### src/hw/rtl/wit_ram.sv
`timescale 1ns / 1ps
module wit_ram #(
    parameter int W = 8,
    parameter int D = 16
) (
    input  logic                 i_clk,
    input  logic                 i_we,
    input  logic [$clog2(D)-1:0] i_waddr,
    input  logic [W-1:0]         i_wdata,
    input  logic [$clog2(D)-1:0] i_raddr,
    output logic [W-1:0]         o_rdata
);
    logic [W-1:0] r_mem [D];

    always_ff @(posedge i_clk) begin
        if (i_we) begin
            r_mem[i_waddr] <= i_wdata;
        end
        o_rdata <= r_mem[i_raddr];
    end
endmodule

### config.mk
export PLATFORM = sky130hd
export DESIGN_NAME = wit_ram
export DESIGN_NICKNAME = d
export VERILOG_FILES = /design/src/hw/rtl/wit_ram.sv
export SDC_FILE = /design/constraint.sdc
export NUM_CORES = 1
export LEC_CHECK = 0
export ABC_AREA = 1
export BUFFER_PORTS_ARGS = -buffer_cell sky130_fd_sc_hd__clkbuf_2
export CAP_MARGIN = 10
export CORE_MARGIN = 2
export CORE_UTILIZATION = 42
export CTS_BUF_LIST = sky130_fd_sc_hd__clkbuf_4
export CTS_CLUSTER_DIAMETER = 60
export CTS_CLUSTER_SIZE = 8
export DETAILED_ROUTE_END_ITERATION = 16
export PLACE_DENSITY_LB_ADDON = 0.2
export SYNTH_ARGS = -nofsm -noshare
export SYNTH_HDL_FRONTEND = slang
export SYNTH_SLANG_ARGS = --single-unit
### constraint.sdc
create_clock -name i_clk -period 3.6 [get_ports i_clk]
set_input_delay 0.72 -clock i_clk [delete_from_list [all_inputs] [get_ports i_clk]]
set_output_delay 0.72 -clock i_clk [all_outputs]
set_load 0.01 [all_outputs]
# Word level (Yosys, flattened, before mapping)
# Memories as Yosys holds them, arrays and structs flattened. A register that Yosys moved wholly into a read port is not among the register bits.
# Index checks and enable logic that the tools add are counted.
# totals
word_cells	3
mem_bits_rw	128
reg_bits	0
input_bits	18
mem_count	1
# mem_list
name	depth	width	read_ports	rd_ports_with_merged_regs	wr	line_no	source
r_mem	16	8	1	1	1	13	logic [W-1:0] r_mem [D];
# classes
mux	2
# op_table
cell	count
2-to-1 mux 1 bit	2

# Logic depth before layout (Yosys ltp)
# Gate-level depths: netlist of the first run.
# depth
word_depth	2
mapped_depth	8
mapped_depth_nobuf	7

# Worst setup path after synthesis of the first run
# Ideal clock, no wire load.
# synth_path
kind	input to register
startpoint	input port i_waddr[2]
endpoint	memory r_mem[10][0], enable pin
setup_slack_ps	1929
n_path_buf	0
arrival_time_ps	1301
setup_ps	370
path_stages	2
path_cell_list	nand3b_1 nor2_1
# synth_rtl
element	line_no	source
start, declared	8	input logic [$clog2(D)-1:0] i_waddr,
end, declared	13	
# No word-level cell before the write port.

# Final worst setup path of the first run
# layout_path
startpoint	register o_rdata[6], read port of r_mem
endpoint	output port o_rdata[6]
# layout_rtl
element	line_no	source
start, declared	11	output logic [W-1:0] o_rdata
# No word-level cell between the ends.

==> results.py, run 1 <==
metrics = {
    "timing": {
        "fin_worst_skew_ns": 0.0119,
        "finalCritPeriodShare": 0.495,
        "tightest_slew_ns": 0.838,
        "slew_viol_final": 0,
        "setup_tns_ns": 0,
        "hold_violations": 0,
        "rsz0062_at_grt": "false",
        "worst_slack_ns": 1.82,
        "slew_headroom": 0.439,
        "min_period_ns": 1.78,
        "setup_viol": 0,
        "fmax_mhz": 561,
    },
    "place": {
        "dp_slack_ns": 1.27,
        "routabilityCongestion": 0.856,
        "hpwl_mm": 8.00,
        "io_buffers": 25,
        "dp_cells": 731,
    },
    "cells_and_area": {
        "finalNetCount": 592,
        "drive_gt1_frac": 0.101,
        "areaGrowthSynthToFinish_pct": 11.0,
        "final_cell_count_no_fill": 764,
    },
    "cts": {
        "cts_made_buffers": 17,
        "clk_latency_ns": 0.55,
        "hold_buffers": 0,
        "ctsResizeCount": 0,
        "cts_sinks": 136,
        "clk_pin_slew_ns": 0.11,
        "cts_tree": "built",
        "cts_max_level": 4,
        "cts_root_buf": "clkbuf_4",
        "cts_setup_buffers": 0,
        "max-clock-path-buffers": 2,
    },
    "global_route": {
        "grt_max_degree": 65,
        "antenna_found_initial": 1,
        "grt_overflow": 0,
        "grtUsageTotal": 0.193,
        "grt_pass1_vias": 3581,
        "grt_first_pass_wirelength_mm": 20.5,
    },
    "detailed_routing": {
        "wl_per_cell_um": 17.1,
        "first_pass_iters": 8,
        "ant_nets": 0,
        "via_per_inst": 4.86,
        "routed_wl_mm": 13.1,
        "via_count": 3713,
        "drt_iter0_drc": 286,
        "drc": 0,
    },
    "critical_path": {
        "crit_required_ns": 2.88,
        "slowest_stage": "dfxtp_1",
        "crit_buf_inv": 1,
        "path_class": "flip-flop to primary output",
        "cp-end-kind": "primary output",
        "worstSetupStartpoint": "o_rdata[6]$_DFF_P_",
        "cpPeakStageDelay_ns": 0.37,
        "cp-start-kind": "flip-flop",
        "worstPathCellList": "clkbuf_2",
        "cp.arrival_ns": 1.06,
        "cp_max_fo": 1,
        "r2r-start": "r_mem[1][5]$_DFFE_PP_",
        "path_delay_family": "flip-flops",
    },
    "pwr": {
        "power.total_mw": 3.43,
        "leakage_nw": 2.75,
        "ir_drop_mv": 0.337,
        "p_per_area_mw_per_mm2": 535,
    },
    "logic_synthesis": {
        "yosys_warnings": 0,
        "ys_top_cells_by_area": "edfxtp_1 (67%), nand2_1 (11%), nand3_1 (8.4%)",
        "yosysUniqueCellTypes": 12,
        "synth_largest_area_cell": "edfxtp_1",
        "yosysSeqAreaShare": 0.694,
        "yosys.area.top_type_share": 0.667,
        "synth-seq-cells": 136,
        "synth_area_mm2": 0.00577,
        "synth_nets": 569,
        "syn_avg_cell_area_um2": 10.5,
        "synth_cells": 551,
    },
    "min_path": {
        "min_path_type": "input port to flip-flop",
        "min_from": "i_raddr[3]",
    },
    "floorplan": {
        "die_h_um": 121,
        "core-area_mm2": 0.0133,
        "rows": 42,
        "ioPinCount": 26,
        "start_util": 0.432,
        "die_x_um": 121,
        "dieArea_mm2": 0.0147,
    },
    "run_status": {
        "status": "complete, no violations",
    },
    "job": {
        "maxCapViolations": 0,
    },
}
[power breakdown]
part	switching (mW)	internal (mW)	total, mW
registers	0.0126	1.77	1.78
logic	0.154	0.0560	0.210
clock network	0.543	0.892	1.44
[routing by layer]
metal,share of wire,vias up,global-route usage
li1,-,1822,-
met1,0.47,1772,0.276
met2,0.48,101,0.290
met3,0.039,18,0.0399
met4,0.018,0,0.0797
met5,0,-,0
[registers in the layout, indices dropped and copies added (netlist names)]
name / count
r_mem: 128
o_rdata: 8
[cell usage after synthesis]
cell,count
nand2_1,173
edfxtp_1,128
inv_1,100
nand3_1,97
nor2_1,17
buf_2,13
dfxtp_1,8
buf_6,6
buf_4,4
inv_2,2
nand3b_1,2
buf_1,1
[final timing paths]
| path | endpoint | slack [ns] | depth (start not counted) |
|---|---|---|---|
| setup / recovery | o_rdata[6] | 1.82 | 1 |
| hold / removal | o_rdata[6]$_DFF_P_ | 0.55 | 3 |
| setup reg to reg | o_rdata[5]$_DFF_P_ | 2.52 | 6 |
| hold reg to reg | o_rdata[5]$_DFF_P_ | 0.70 | 6 |
[per-stage QoR]
step	hold slack, ns	instance area (um^2)	utilization
finish	0.554	6400	0.480
global route	0.522	6400	0.480
CTS	0.526	6400	0.479
detailed placement	0.683	5970	0.447
global placement	0.655	5970	0.447
floorplan	0.607	5770	-
[cells in the final DEF (no fill, tap or decap), types with 2 or more instances in the layout]
cell and instances:
buf_4 3, bufinv_16 9, clkbuf_2 25, clkbuf_4 17, clkinv_1 3, dfxtp_1 8, edfxtp_1 128, inv_1 100
inv_2 2, nand2_1 173, nand3_1 97, nand3b_1 2, nor2_1 17
[tightest hold or removal path: stages]
cell and delay, ns:
clkbuf_2 0.18, nand3_1 0.12, nand2_1 0.04
[logic make-up after synthesis]
| group | count (synthesis) | share of synthesized area |
|---|---|---|
| buffers and inverters | 126 | 0.0952 |
| DFF | 136 | 0.694 |
| and+or+nand+nor | 289 | 0.210 |
[area by class of cell]
cell class / count / area, um^2
inverter: 102 / 383
clock inverter: 15 / 303
multi-input combinational: 289 / 1210
timing repair buffer: 28 / 148
fill: 1263 / 6950
tap: 176 / 220
clock buffer: 17 / 128
sequential: 136 / 4000
antenna: 1 / 2.50
Power figures use the tool's default switching activity.
==> run 2: changes to the inputs <==
Clock period 3.6 ns to 1.5 ns, I/O delays scaled along.
==> run 2 against run 1 <==
Highest routed layer unchanged. Sequential share of layout area down 0.47 points. Core utilization increased by 0.37 points. Critical path type unchanged. Critical path depth did not move. Flip-flop and latch count did not move. Non-clock buffer count up 27. Clock skew increased by 0.0067 ns. Clock power is 47% higher.
==> results.py, run 2 (same netlist as run 1, synthesis figures left out) <==
metrics = {
    "run_status": {
        "status": "complete, no violations",
    },
    "critical_path": {
        "cp-start-kind": "flip-flop",
        "crit_required_ns": 1.20,
        "cp.arrival_ns": 1.08,
        "cp-end-kind": "primary output",
        "slowest_stage": "dfxtp_1",
        "crit_buf_inv": 1,
        "worstPathCellList": "clkbuf_2",
        "r2r-start": "r_mem[2][6]$_DFFE_PP_",
        "path_class": "flip-flop to primary output",
        "cpPeakStageDelay_ns": 0.40,
        "cp_max_fo": 1,
        "worstSetupStartpoint": "o_rdata[2]$_DFF_P_",
        "path_delay_family": "flip-flops",
    },
    "detailed_routing": {
        "ant_nets": 0,
        "wl_per_cell_um": 16.4,
        "via_count": 3752,
        "routed_wl_mm": 12.9,
        "drc": 0,
        "first_pass_iters": 8,
        "via_per_inst": 4.74,
        "drt_iter0_drc": 313,
    },
    "cells_and_area": {
        "drive_gt1_frac": 0.137,
        "multi_input_area_mm2": 0.00121,
        "utilization": 0.483,
        "fin_area_mm2": 0.00645,
        "mostFrequentLayoutCells": "nand2_1 (173), edfxtp_1 (128), inv_1 (100)",
        "top_regs": "r_mem (128), o_rdata (8)",
        "final_common_cell": "nand2_1",
        "regMostFlops": "r_mem",
        "fill_cells": 1279,
        "ff_latch_area_mm2": 0.00400,
        "areaGrowthSynthToFinish_pct": 11.8,
        "finalNetCount": 619,
        "largest_reg_flops": 128,
        "final_cell_count_no_fill": 791,
    },
    "floorplan": {
        "ioPinCount": 26,
        "start_util": 0.432,
        "dieArea_mm2": 0.0147,
        "rows": 42,
        "core-area_mm2": 0.0133,
        "die_x_um": 121,
        "die_h_um": 121,
    },
    "cts": {
        "ctsResizeCount": 0,
        "cts_root_buf": "clkbuf_4",
        "clk_pin_slew_ns": 0.10,
        "cts_setup_buffers": 0,
        "hold_buffers": 0,
        "cts_sinks": 136,
        "cts_made_buffers": 17,
        "max-clock-path-buffers": 2,
        "clk_latency_ns": 0.54,
        "cts_max_level": 4,
        "cts_tree": "built",
    },
    "min_path": {
        "min_path_type": "input port to flip-flop",
        "min_from": "i_raddr[3]",
    },
    "global_route": {
        "antenna_found_initial": 1,
        "grt_first_pass_wirelength_mm": 20.3,
        "grt_max_degree": 35,
        "grtUsageTotal": 0.193,
        "grt_overflow": 0,
        "grt_pass1_vias": 3593,
    },
    "timing": {
        "fmax_mhz": 722,
        "tightest_slew_ns": 0.422,
        "slew_headroom": 0.719,
        "slew_viol_final": 0,
        "setup_viol": 0,
        "finalCritPeriodShare": 0.923,
        "rsz0062_at_grt": "false",
        "setup_tns_ns": 0,
        "min_period_ns": 1.38,
        "fin_worst_skew_ns": 0.0186,
        "hold_violations": 0,
    },
    "pwr": {
        "ir_drop_mv": 0.510,
        "p_comb_frac": 0.079,
        "power.total_mw": 6.93,
        "p_switching_mw": 1.60,
        "p_per_area_mw_per_mm2": 1070,
        "seqPwrFrac": 0.616,
        "clock_power_share": 0.305,
        "swShare": 0.230,
        "internal_power_mw": 5.33,
        "leakage_nw": 2.83,
    },
    "place": {
        "routabilityCongestion": 0.770,
        "dp_cells": 758,
        "io_buffers": 25,
        "hpwl_mm": 8.28,
        "placed_area_mm2": 0.00621,
    },
    "job": {
        "maxCapViolations": 0,
    },
}
[run 2: cell count changes in the layout (fill, tap and decap cells not counted), sizes merged]
| cell | previous run | this run |
|---|---|---|
| clkinvlp | 1 | 0 |
| clkbuf | 42 | 49 |
| bufinv | 9 | 1 |
| buf | 3 | 30 |
| clkinv | 5 | 7 |
[run 2: power by group through the flow]
stage	Sequential, mW	Combinational, mW	Clock (mW)
final	4.27	0.548	2.11
after floorplan	4.36	0.300	0
after global routing	4.28	0.613	2.33
after global placement	4.35	0.548	0
after detailed placement	4.36	0.554	0
after CTS	4.27	0.556	2.17
[run 2: worst paths after layout]
kind | end | slack, ns | cells past startpoint
worst max register to register | o_rdata[6]$_DFF_P_ | 0.51 | 6
worst min register to register | o_rdata[5]$_DFF_P_ | 0.67 | 6
worst min-delay path | o_rdata[5]$_DFF_P_ | 0.22 | 4
worst max-delay path | o_rdata[2] | 0.12 | 1
[run 2: layout make-up]
| class | instances | area share |
|---|---|---|
| inverters | 102 | 0.0594 |
| clock inverters | 8 | 0.00912 |
| flip-flops and latches | 136 | 0.621 |
| diodes | 1 | 0.000388 |
| multi-input cells | 289 | 0.188 |
| clock buffers | 24 | 0.0279 |
| well taps | 176 | 0.0341 |
| repair buffers | 55 | 0.0601 |
[run 2: through the flow]
stage	setup slack, ns	hold WS (ns)
2_1_floorplan	0.249	0.399
3_3_place_gp	0.0923	0.650
3_5_place_dp	0.0618	0.650
4_1_cts	0.0583	0.187
5_1_grt	0.0553	0.197
6_report	0.115	0.222
[run 2: per-layer routing]
metal  share of wire  track usage  up-vias
met5               0            0        -
met4           0.022       0.0805        0
met2            0.47        0.303       82
li1                -            -     1878
met3           0.044       0.0437       19
met1            0.46        0.260     1773
